`src/hdl/tjd_pkg.sv`:
```
`default_nettype none
package tjd_pkg;

    localparam int WINDOW    = 32;
    localparam int STAMP_W   = 64;
    localparam int THR_W     = 40;
    localparam int FILL_W    = $clog2(WINDOW + 1);
    localparam int SLOT_W    = (WINDOW > 2) ? $clog2(WINDOW) : 1;
    localparam int DIV_CNT_W = $clog2(STAMP_W);
    localparam int EXT_W     = STAMP_W + 2;

    localparam logic [THR_W-1:0] THR_RESET = THR_W'(800 * 10000);

    // controller -> datapath
    typedef struct packed {
        logic capture;    // input transfer: form diff, fetch oldest entry
        logic div_start;  // launch sum / fill_count
        logic mean_load;  // latch mean, retire oldest entry from sum
        logic finish;     // compare, load result, write ring
    } tjd_cmd_t;

    // datapath -> controller
    typedef struct packed {
        logic div_done;
    } tjd_stat_t;

endpackage
`default_nettype wire

```
`src/hdl/tjd_if.sv`:
```
`default_nettype none
interface tjd_stamp_if;
    import tjd_pkg::*;
    logic                      valid;
    logic                      ready;
    logic signed [STAMP_W-1:0] time_stamp;
    modport source (output valid, output time_stamp, input ready);
    modport sink   (input valid, input time_stamp, output ready);
endinterface

interface tjd_result_if;
    import tjd_pkg::*;
    logic                      valid;
    logic                      ready;
    logic                      jump_found;
    logic signed [STAMP_W-1:0] step_diff;
    logic signed [STAMP_W-1:0] mean_diff;
    modport source (output valid, output jump_found, output step_diff,
                    output mean_diff, input ready);
    modport sink   (input valid, input jump_found, input step_diff,
                    input mean_diff, output ready);
endinterface

interface tjd_cfg_if;
    import tjd_pkg::*;
    logic             valid;
    logic             ready;
    logic [THR_W-1:0] jump_threshold;
    modport source (output valid, output jump_threshold, input ready);
    modport sink   (input valid, input jump_threshold, output ready);
endinterface
`default_nettype wire

```
`src/hdl/tjd_divider.sv`:
```
`default_nettype none
module tjd_divider (
    input  wire logic                        clk,
    input  wire logic                        rst_n,
    input  wire logic                        start,
    input  wire logic [tjd_pkg::STAMP_W-1:0] dividend,
    input  wire logic [tjd_pkg::FILL_W-1:0]  divisor,
    output logic                             done,
    output logic [tjd_pkg::STAMP_W-1:0]      quotient
);
    import tjd_pkg::*;

    localparam logic [DIV_CNT_W-1:0] CNT_LAST = DIV_CNT_W'(STAMP_W - 1);

    logic                 busy_reg;
    logic                 done_reg;
    logic [DIV_CNT_W-1:0] cnt_reg;
    logic [STAMP_W-1:0]   quo_reg;
    logic [FILL_W-1:0]    rem_reg;
    logic [FILL_W-1:0]    dsr_reg;

    logic [FILL_W:0]      rem_sh;
    logic                 fits;
    logic [FILL_W-1:0]    rem_diff;
    logic [FILL_W-1:0]    rem_next;
    logic [STAMP_W-1:0]   quo_next;

    // radix-2 restoring step, one quotient bit per cycle
    // when it fits, the difference is below the divisor, so FILL_W bits hold it
    always_comb
    begin
        rem_sh   = {rem_reg, quo_reg[STAMP_W-1]};
        fits     = (rem_sh >= {1'b0, dsr_reg});
        rem_diff = rem_sh[FILL_W-1:0] - dsr_reg;
        rem_next = fits ? rem_diff : rem_sh[FILL_W-1:0];
        quo_next = {quo_reg[STAMP_W-2:0], fits};
    end

    always_ff @(posedge clk or negedge rst_n)
    begin
        if (!rst_n)
        begin
            busy_reg <= 1'b0;
            done_reg <= 1'b0;
            cnt_reg  <= '0;
        end
        else
        begin
            done_reg <= 1'b0;
            if (start)
            begin
                busy_reg <= 1'b1;
                cnt_reg  <= '0;
            end
            else if (busy_reg)
            begin
                cnt_reg <= cnt_reg + 1'b1;
                if (cnt_reg == CNT_LAST)
                begin
                    busy_reg <= 1'b0;
                    done_reg <= 1'b1;
                end
            end
        end
    end

    always_ff @(posedge clk)
    begin
        if (start)
        begin
            quo_reg <= dividend;
            rem_reg <= '0;
            dsr_reg <= divisor;
        end
        else if (busy_reg)
        begin
            quo_reg <= quo_next;
            rem_reg <= rem_next;
        end
    end

    assign done     = done_reg;
    assign quotient = quo_reg;

endmodule
`default_nettype wire

```
`src/hdl/tjd_datapath.sv`:
```
`default_nettype none
module tjd_datapath (
    input  wire logic                               clk,
    input  wire logic                               rst_n,
    input  wire tjd_pkg::tjd_cmd_t                  cmd,
    output tjd_pkg::tjd_stat_t                      stat,
    input  wire logic signed [tjd_pkg::STAMP_W-1:0] time_stamp,
    input  wire logic                               cfg_write,
    input  wire logic [tjd_pkg::THR_W-1:0]          cfg_data,
    output logic                                    jump_found,
    output logic signed [tjd_pkg::STAMP_W-1:0]      step_diff,
    output logic signed [tjd_pkg::STAMP_W-1:0]      mean_diff
);
    import tjd_pkg::*;

    localparam logic [FILL_W-1:0] FILL_FULL = FILL_W'(WINDOW);
    localparam logic [SLOT_W-1:0] SLOT_LAST = SLOT_W'(WINDOW - 1);

    logic [THR_W-1:0]   thr_reg;
    logic [STAMP_W-1:0] prev_reg;
    logic [STAMP_W-1:0] sum_reg;
    logic [SLOT_W-1:0]  slot_reg;
    logic [FILL_W-1:0]  fill_reg;

    logic [STAMP_W-1:0] diff_reg;
    logic [STAMP_W-1:0] mean_reg;
    logic [STAMP_W-1:0] old_q_reg;
    logic               sum_neg_reg;

    logic               res_jump_reg;
    logic [STAMP_W-1:0] res_diff_reg;
    logic [STAMP_W-1:0] res_mean_reg;

    logic [STAMP_W-1:0] ring_mem [WINDOW];

    logic               full;
    logic [STAMP_W-1:0] old_eff;
    logic [STAMP_W-1:0] sum_mag;
    logic               div_done;
    logic [STAMP_W-1:0] quotient;
    logic [STAMP_W-1:0] mean_next;
    logic [EXT_W-1:0]   diff_x;
    logic [EXT_W-1:0]   bound_x;
    logic               jump_next;

    // slots fill in order, so the slot being overwritten holds a live entry only once the window is full
    assign full    = (fill_reg == FILL_FULL);
    assign old_eff = full ? old_q_reg : '0;
    assign sum_mag = sum_reg[STAMP_W-1] ? (~sum_reg + 1'b1) : sum_reg;

    tjd_divider u_div (
        .clk      (clk),
        .rst_n    (rst_n),
        .start    (cmd.div_start),
        .dividend (sum_mag),
        .divisor  (fill_reg),
        .done     (div_done),
        .quotient (quotient)
    );

    always_comb
    begin
        if (fill_reg == '0)
            mean_next = diff_reg;
        else if (sum_neg_reg)
            mean_next = ~quotient + 1'b1;
        else
            mean_next = quotient;
        // exact compare of diff > mean + threshold, two guard bits
        diff_x    = {{2{diff_reg[STAMP_W-1]}}, diff_reg};
        bound_x   = {{2{mean_reg[STAMP_W-1]}}, mean_reg}
                  + {{(EXT_W - THR_W){1'b0}}, thr_reg};
        jump_next = ($signed(diff_x) > $signed(bound_x));
    end

    always_ff @(posedge clk or negedge rst_n)
    begin
        if (!rst_n)
        begin
            thr_reg  <= THR_RESET;
            prev_reg <= '0;
            sum_reg  <= '0;
            slot_reg <= '0;
            fill_reg <= '0;
        end
        else
        begin
            if (cfg_write)
                thr_reg <= cfg_data;
            if (cmd.capture)
                prev_reg <= time_stamp;
            if (cmd.mean_load)
                sum_reg <= sum_reg - old_eff;
            if (cmd.finish)
            begin
                sum_reg  <= sum_reg + diff_reg;
                slot_reg <= (slot_reg == SLOT_LAST) ? '0 : slot_reg + 1'b1;
                if (!full)
                    fill_reg <= fill_reg + 1'b1;
            end
        end
    end

    always_ff @(posedge clk)
    begin
        if (cmd.capture)
        begin
            diff_reg  <= time_stamp - prev_reg;
            old_q_reg <= ring_mem[slot_reg];
        end
        if (cmd.div_start)
            sum_neg_reg <= sum_reg[STAMP_W-1];
        if (cmd.mean_load)
            mean_reg <= mean_next;
        if (cmd.finish)
        begin
            ring_mem[slot_reg] <= diff_reg;
            res_jump_reg       <= jump_next;
            res_diff_reg       <= diff_reg;
            res_mean_reg       <= mean_reg;
        end
    end

    assign stat.div_done = div_done;
    assign jump_found    = res_jump_reg;
    assign step_diff     = res_diff_reg;
    assign mean_diff     = res_mean_reg;

endmodule
`default_nettype wire

```
`src/hdl/tjd_ctrl.sv`:
```
`default_nettype none
module tjd_ctrl (
    input  wire logic               clk,
    input  wire logic               rst_n,
    input  wire logic               in_valid,
    output logic                    in_ready,
    output logic                    out_valid,
    input  wire logic               out_ready,
    output tjd_pkg::tjd_cmd_t       cmd,
    input  wire tjd_pkg::tjd_stat_t stat
);
    import tjd_pkg::*;

    typedef enum logic [2:0] {
        S_IDLE,
        S_DIV_GO,
        S_DIV_WAIT,
        S_MEAN,
        S_CMP
    } state_t;

    state_t state_reg;
    logic   out_valid_reg;
    logic   out_free;

    assign in_ready = (state_reg == S_IDLE);
    assign out_free = !out_valid_reg || out_ready;

    always_comb
    begin
        cmd.capture   = in_valid && (state_reg == S_IDLE);
        cmd.div_start = (state_reg == S_DIV_GO);
        cmd.mean_load = (state_reg == S_MEAN);
        cmd.finish    = (state_reg == S_CMP) && out_free;
    end

    always_ff @(posedge clk or negedge rst_n)
    begin
        if (!rst_n)
        begin
            state_reg     <= S_IDLE;
            out_valid_reg <= 1'b0;
        end
        else
        begin
            if (cmd.finish)
                out_valid_reg <= 1'b1;
            else if (out_ready)
                out_valid_reg <= 1'b0;
            unique case (state_reg)
                S_IDLE:
                begin
                    if (in_valid)
                        state_reg <= S_DIV_GO;
                end
                S_DIV_GO:
                begin
                    state_reg <= S_DIV_WAIT;
                end
                S_DIV_WAIT:
                begin
                    if (stat.div_done)
                        state_reg <= S_MEAN;
                end
                S_MEAN:
                begin
                    state_reg <= S_CMP;
                end
                S_CMP:
                begin
                    if (out_free)
                        state_reg <= S_IDLE;
                end
                default:
                begin
                    state_reg <= S_IDLE;
                end
            endcase
        end
    end

    assign out_valid = out_valid_reg;

endmodule
`default_nettype wire

```
`src/hdl/timestamp_jump_detector.sv`:
```
// One timestamp is handled at a time: the input is ready only while the controller is idle.
// The mean comes from the 64-step radix-2 divider
//   that forms ring_sum / fill_count one quotient bit per cycle.
// A new timestamp is taken while the previous result still waits downstream.
// Reset (rst_n, async, active low): threshold to 8000000, previous stamp,
//   sum, slot and fill count to zero; ring entries read as zero until written.
`default_nettype none
module timestamp_jump_detector (
    input  wire logic    clk,
    input  wire logic    rst_n,
    tjd_stamp_if.sink    stamp,
    tjd_result_if.source result,
    tjd_cfg_if.sink      cfg
);
    import tjd_pkg::*;

    tjd_cmd_t  cmd;
    tjd_stat_t stat;

    // threshold register is written in any cycle; software must write it only
    // while the block is idle, as the block itself does not enforce this
    assign cfg.ready = 1'b1;

    // controller: sequences capture, divide, mean, compare/write-back
    tjd_ctrl u_ctrl (
        .clk       (clk),
        .rst_n     (rst_n),
        .in_valid  (stamp.valid),
        .in_ready  (stamp.ready),
        .out_valid (result.valid),
        .out_ready (result.ready),
        .cmd       (cmd),
        .stat      (stat)
    );

    // datapath: difference, ring memory, running sum, divider, compare,
    // result register
    tjd_datapath u_dp (
        .clk        (clk),
        .rst_n      (rst_n),
        .cmd        (cmd),
        .stat       (stat),
        .time_stamp (stamp.time_stamp),
        .cfg_write  (cfg.valid),
        .cfg_data   (cfg.jump_threshold),
        .jump_found (result.jump_found),
        .step_diff  (result.step_diff),
        .mean_diff  (result.mean_diff)
    );

`ifndef SYNTHESIS
    // one timestamp in flight: no transfer right after another
    a_one_in_flight: assert property (@(posedge clk) disable iff (!rst_n)
        (stamp.valid && stamp.ready) |=> !stamp.ready)
        else $error("input taken while an item is in flight");

    // a result never overwrites one that has not been taken
    a_no_overwrite: assert property (@(posedge clk) disable iff (!rst_n)
        cmd.finish |-> (!result.valid || result.ready))
        else $error("result register overwritten");

    // commands are exclusive steps of the sequence
    a_cmd_onehot: assert property (@(posedge clk) disable iff (!rst_n)
        $onehot0({cmd.capture, cmd.div_start, cmd.mean_load, cmd.finish}))
        else $error("overlapping datapath commands");

    // finishing an item raises result valid on the next edge
    a_finish_valid: assert property (@(posedge clk) disable iff (!rst_n)
        cmd.finish |=> result.valid)
        else $error("finished item not presented");
`endif

endmodule
`default_nettype wire

```
`src/flat_wrapper.sv`:
```
// flat-port wrapper written by rule: the top's interface ports become plain ports
module timestamp_jump_detector_flat import tjd_pkg::*;
  (clk, rst_n, stamp_valid, stamp_time_stamp, stamp_ready, result_valid, result_jump_found, result_step_diff, result_mean_diff, result_ready, cfg_valid, cfg_jump_threshold, cfg_ready);
  tjd_stamp_if stamp_i ();
  tjd_result_if result_i ();
  tjd_cfg_if cfg_i ();
  input  wire logic clk;
  input  wire logic rst_n;
  input wire logic [$bits(stamp_i.valid)-1:0] stamp_valid;
  input wire logic [$bits(stamp_i.time_stamp)-1:0] stamp_time_stamp;
  output wire logic [$bits(stamp_i.ready)-1:0] stamp_ready;
  output wire logic [$bits(result_i.valid)-1:0] result_valid;
  output wire logic [$bits(result_i.jump_found)-1:0] result_jump_found;
  output wire logic [$bits(result_i.step_diff)-1:0] result_step_diff;
  output wire logic [$bits(result_i.mean_diff)-1:0] result_mean_diff;
  input wire logic [$bits(result_i.ready)-1:0] result_ready;
  input wire logic [$bits(cfg_i.valid)-1:0] cfg_valid;
  input wire logic [$bits(cfg_i.jump_threshold)-1:0] cfg_jump_threshold;
  output wire logic [$bits(cfg_i.ready)-1:0] cfg_ready;
  assign stamp_i.valid = stamp_valid;
  assign stamp_i.time_stamp = stamp_time_stamp;
  assign stamp_ready = stamp_i.ready;
  assign result_valid = result_i.valid;
  assign result_jump_found = result_i.jump_found;
  assign result_step_diff = result_i.step_diff;
  assign result_mean_diff = result_i.mean_diff;
  assign result_i.ready = result_ready;
  assign cfg_i.valid = cfg_valid;
  assign cfg_i.jump_threshold = cfg_jump_threshold;
  assign cfg_ready = cfg_i.ready;
  timestamp_jump_detector u_core (.clk(clk), .rst_n(rst_n), .stamp(stamp_i), .result(result_i), .cfg(cfg_i));
endmodule
```
`config.mk`:
```
export PLATFORM = sky130hd
export DESIGN_NAME = timestamp_jump_detector_flat
export DESIGN_NICKNAME = d
export VERILOG_FILES = /design/src/hdl/tjd_pkg.sv /design/src/hdl/tjd_if.sv /design/src/hdl/tjd_divider.sv /design/src/hdl/tjd_datapath.sv /design/src/hdl/tjd_ctrl.sv /design/src/hdl/timestamp_jump_detector.sv /design/src/flat_wrapper.sv
export SDC_FILE = /design/constraint.sdc
export NUM_CORES = 2
export LEC_CHECK = 0
export ABC_CLOCK_PERIOD_IN_PS = 19000
export BUFFER_PORTS_ARGS = -buffer_cell sky130_fd_sc_hd__buf_2
export CORE_UTILIZATION = 45
export DETAILED_ROUTE_END_ITERATION = 10
export PLACE_DENSITY = 0.58
export SYNTH_ARGS = -nofsm -noshare
export SYNTH_HDL_FRONTEND = slang
export SYNTH_SLANG_ARGS = --single-unit
```
`constraint.sdc`:
```
create_clock -name clk -period 19 [get_ports clk]
set_input_delay 3.8 -clock clk [delete_from_list [all_inputs] [get_ports clk]]
set_output_delay 3.8 -clock clk [all_outputs]
set_load 0.05 [all_outputs]
```
---- After elaboration in Yosys (flattened, before gate mapping) ----
Memories as Yosys holds them, arrays and structs flattened. A register that Yosys moved wholly into a read port is not among the register bits.
Index checks and enable logic that the tools add are counted.
operators by class
  add/subtract/negate cells ............... 10
  magnitude comparators ................... 2
  multiplexer cells ....................... 26
  bitwise logic cells ..................... 3
  reductions and logical operators ........ 11
  eq/ne operators ......................... 10
operator list
  operator                                             count
  two-way mux 64 bit                                   8
  adder 64 x 1 -> 64 bit, second input constant        2
  NOT 64 bit                                           2
  subtractor 64 bit                                    2
  adder 64 x 41 -> 65 bit                              1
  > comparator 64 x 65 -> 1 bit                        1
  adder 64 bit                                         1
  two-way mux 6 bit                                    3
  case mux 3 bit (5 select lines)                      1
  adder 6 x 1 -> 6 bit, second input constant          2
  equality test 6 bit, second input constant           2
  two-way mux 1 bit                                    10
  two-way mux 3 bit                                    3
  greater-or-equal comparator 7 x 6 -> 1 bit           1
  equality test 3 x 2 -> 1 bit, second input constant  2
  logical NOT 6 bit                                    1
  != test 2 bit, second input constant                 3
  nonzero test 2 bit                                   3
  subtractor 6 bit                                     1
  adder 5 x 1 -> 5 bit, second input constant          1
  equality test 5 bit, second input constant           1
  two-way mux 5 bit                                    1
  equality test 3 x 1 -> 1 bit, second input constant  1
  equality test 3 bit, second input constant           1
  other kinds (7)                                      8
storage, ports and cells
  register bits after elaboration ......... 525
  memory bits (writable) .................. 2048
  logic and storage cells ................. 82
  memories kept ........................... 1
  output and inout bits ................... 132
memory list
  name                  depth  bits a word  read ports  clocked after Yosys merged registers in  write ports  RTL line            RTL
  u_core.u_dp.ring_mem  32     64           1           1                                        1            tjd_datapath.sv:34  logic [STAMP_W-1:0] ring_mem [WINDOW];

---- Logic depth before layout (Yosys ltp) ----
  depth in word-level cells ............... 5
  gate-level depth with buffers ........... 28
  gate-level depth less buffers ........... 24

---- Cells and area by module ----
From an unflattened synthesis, not the netlist that was laid out.
unflattened totals
  cells, all modules ...................... 6849
  area, all modules ....................... 113440.0 um2
by module, submodules not included
  module                   times used  sequential area each (um2)  cells each  area each (um2)
  tjd_datapath             1           75656.3                     6579        109441.2
  tjd_divider              1           2422.3                      250         3791.1
  tjd_ctrl                 1           100.1                       18          196.4
  timestamp_jump_detector  1           0.0                         2           11.3

---- Worst setup path after synthesis ----
No wires, ideal clock.
  path kind ............................... input -> register
  start ................................... in result_ready
  end ..................................... reg u_core.u_dp.sum_reg[58]
  cell stages on the path ................. 18
  path buffers ............................ 2
  data required time ...................... 18890 ps
  data arrival time ....................... 11156 ps
  slack ................................... 7734 ps
  path through ............................ nand2b_1 nand3_1 inv_1 clkbuf_1 clkbuf_1 nand2_1 nand2_1 fa_1 a211oi_1 o21ai_1 nand4_1 a2111oi_1 o211ai_1 a31oi_1 a41o_1 a31oi_1 mux2_2 o41ai_1
RTL lines
  element                 RTL line            RTL
  start: declaration      flat_wrapper.sv:16  input wire logic [$bits(result_i.ready)-1:0] result_ready;
  end signal: assignment  tjd_datapath.sv:93  sum_reg <= sum_reg - old_eff;
  end signal: assignment  tjd_datapath.sv:96  sum_reg <= sum_reg + diff_reg;
  end: declaration        tjd_datapath.sv:21  logic [STAMP_W-1:0] sum_reg;

---- Worst setup path after layout ----
  start ................................... in result_ready
  end ..................................... reg u_core.u_dp.sum_reg[58]
on the way
  cells in the longest elaborated chain, start to end .. 3
RTL lines
  element                                                   RTL line        RTL
  logical OR 1 bit (*)                                      tjd_ctrl.sv:27  assign out_free = !out_valid_reg || out_ready;
  logical AND 1 bit (*)                                     tjd_ctrl.sv:34  cmd.finish = (state_reg == S_CMP) && out_free;
  two-way mux 64 bit or nonzero test 2 bit (tied branches)  n/a
Mark *: on every way between the ends. The rest lies on a longest branch, timed or not.
A chain may end at the register's enable or synchronous reset.

==> metrics <==
die height 503.1 um; min-delay src u_core.u_dp.mean_reg[12]; core box area 249,100 um^2; max-cap viol count 0; Max clock buf depth 4; layout cells sized above 1 0.2017; non-filler instance count after layout 10,820; outcome finished with violations; I/O pins 241; top-area cell type share of the netlist area 0.6483; synthesis-to-finish area growth 13.53%; number of buffers added on ports 239; largest register by flop count u_core.u_dp.ring_mem; Synth Instances 6,855; area of the multi-input gates 33,350 um^2; dominant cells by area after synthesis edfxtp_1 65%, mux4_2 10%, dfrtp_1 4.1%; Worst IR Drop VDD 0.0001091 V; dpl cells 10,300; ys async rst share 0.07243; GRT Total Usage 0.2603; First-pass DRT Iterations 6; unrepaired setup endpoints after global routing no; flop-to-flop setup slack 11.44 ns; row cnt 183; drt wl/cell 30.62 um; Slew Viols, Final 0; CTS buffer count 301; Routed WL 331,400 um; Hold WS 0.4528 ns; power density cells 156.0 nW/um^2; detailed placement HPWL 203,500 um; Avg Synthesized Cell Area 16.49 um^2; FMAX 106.9 MHz; postcts setup bufs 0; Netlist Area Pre-Place 113,000 um^2; drt drc 0; DRT antenna net count 1; Placer Congestion 0.8662; Cells on Worst Hold Path 0; Lkg Pwr 0.04348 uW; Reg area 78,190 um^2; startpoint types primary input; Final Total Pwr 20,020 uW; CTS HTree Levels 5; WHS Endpoint u_core.u_dp.mean_diff[12]; RR Endpoint u_core.u_dp.sum_reg[58]; final core occ 0.5150; GRT Residual Overflow 0; Clock Tree Root clkbuf_16; worst endpoint data arrival time 10.13 ns; CTS tree done; critical path fanouts, max 67; critical path type in2reg; largest net degree at the start of global routing 188; vias in the first global route 64,880; first-pass GRT wire length 468,700 um; cell taking the most area after synthesis edfxtp_1; worst r2r src u_core.u_dp.fill_reg[0]; slew margin rel. 0.2055; CP endpoint kind register; Yosys reg bits 2,637; die area 253,200 um^2; crit path time final 9.356 ns; final hold violations 0; Worst Path Required 19.77 ns; endpoints failing setup 0; initial antenna violation count 29; Post-Syn Nets 7,216; post-CTS sizing 0; clock sinks 2,637; Yosys cell types 88; Detailed Route Iter0 Violations 8,195; Syn. warnings 0; Post-synth EDFFs 2,440; failing checks antenna rules; period utilization 0.4924; Main synth FF type edfxtp_1; setup_tns 0 ns; count leader, synth edfxtp_1; vias per inst 6.117; R2R depth 21; die width 503.1 um; Hold-fix buffers, CTS 0; Starting Density 0.4537; fin nets 7,631; Clock transition at path regs 0.06 ns; Synth top cells by count 2,440 x edfxtp_1, 512 x mux4_2, 468 x nand2_1, 411 x o21ai_0, 259 x clkbuf_1; worst-skew pair later-pin latency 0.93 ns; Largest register FFs 2,048; fill count 20,480; Clock Skew 0.05800 ns; routed via count 66,190; post-synthesis sequential area ratio 0.6917; worst slew pin tran 1.189 ns; hold crit path type reg2reg
## critical path, stage by stage
cell and delay, ns:
buf_2 0.07, nand2b_1 0.18, nand3_4 0.76, inv_8 0.85, nor2_2 0.07, buf_4 0.26
a22o_1 0.23, ha_1 0.37, o21ai_0 0.15, o21ai_1 0.31, nand4_1 0.25, a2111oi_1 0.84
o211ai_1 0.29, a31oi_1 0.38, a41o_1 0.32, a31oi_1 0.24, mux2_2 0.34, o41ai_1 0.32
## worst max path at each step
| stage | cells past startpoint | slack (ns) | start | to |
|---|---|---|---|---|
| detailed placement | 18 | 8.69 | result_ready | u_core.u_dp.sum_reg[58] |
| global placement | 18 | 8.69 | result_ready | u_core.u_dp.sum_reg[58] |
| global route | 18 | 9.15 | result_ready | u_core.u_dp.sum_reg[58] |
| CTS | 18 | 9.63 | result_ready | u_core.u_dp.sum_reg[58] |
| floorplan | 18 | 7.73 | result_ready | u_core.u_dp.sum_reg[58] |
| finish | 18 | 9.64 | result_ready | u_core.u_dp.sum_reg[58] |
## cells in the final DEF (no fill, tap or decap), drive strengths merged, types with 21 or more instances in the layout
master / instances
edfxtp: 2440
mux4: 512
nand2: 468
buf: 445
o21ai: 420
clkbuf: 356
a22oi: 257
ha: 248
a21oi: 238
nor2: 231
xor2: 204
dfrtp: 184
inv: 146
xnor2: 141
a21o: 133
nand4: 132
clkinv: 111
nor3: 65
nand3: 59
o31ai: 56
mux2: 49
or3: 43
a31oi: 42
o21bai: 41
nor2b: 38
nand2b: 36
and2: 26
bufinv: 25
and3: 25
nor4: 22
o21a: 21
## kinds of logic after synthesis
family,share of synthesized area
xor+xnor,0.02674
other cells,0.00003318
mux,0.1078
buf+inv,0.01604
fa+ha+maj,0.02816
flops,0.6917
compound gates,0.07768
simple gates,0.05180
## metal layers
layer,up-vias,global-route usage,routed length [um]
met5,-,0,27
met4,4,0.06498,7988
met3,486,0.05154,32050
met2,3015,0.4014,150200
met1,34440,0.3796,141100
li1,28240,-,-
## where the power goes
part / total, uW / switching [uW] / internal (uW)
sequential: 8100 / 542 / 7560
clock: 5540 / 2270 / 3270
combinational: 6370 / 4110 / 2270
total: 20000 / 6920 / 13100
## metrics by stage
stage	worst slack, ns	area, um^2
finish	9.644	128300
global route	9.151	128300
CTS	9.627	128300
detailed placement	8.691	119000
global placement	8.690	119000
floorplan	7.734	113000
## layout make-up
class                      count  area share
antenna                       12   0.0002340
clock buffer                 356     0.06105
clock inverter               155     0.01096
inverter                     139    0.004135
multi-input combinational   3746      0.2599
sequential                  2637      0.6094
tap                         3330     0.03247
timing repair buffer         445     0.02184
Power figures use the tool's default switching activity.
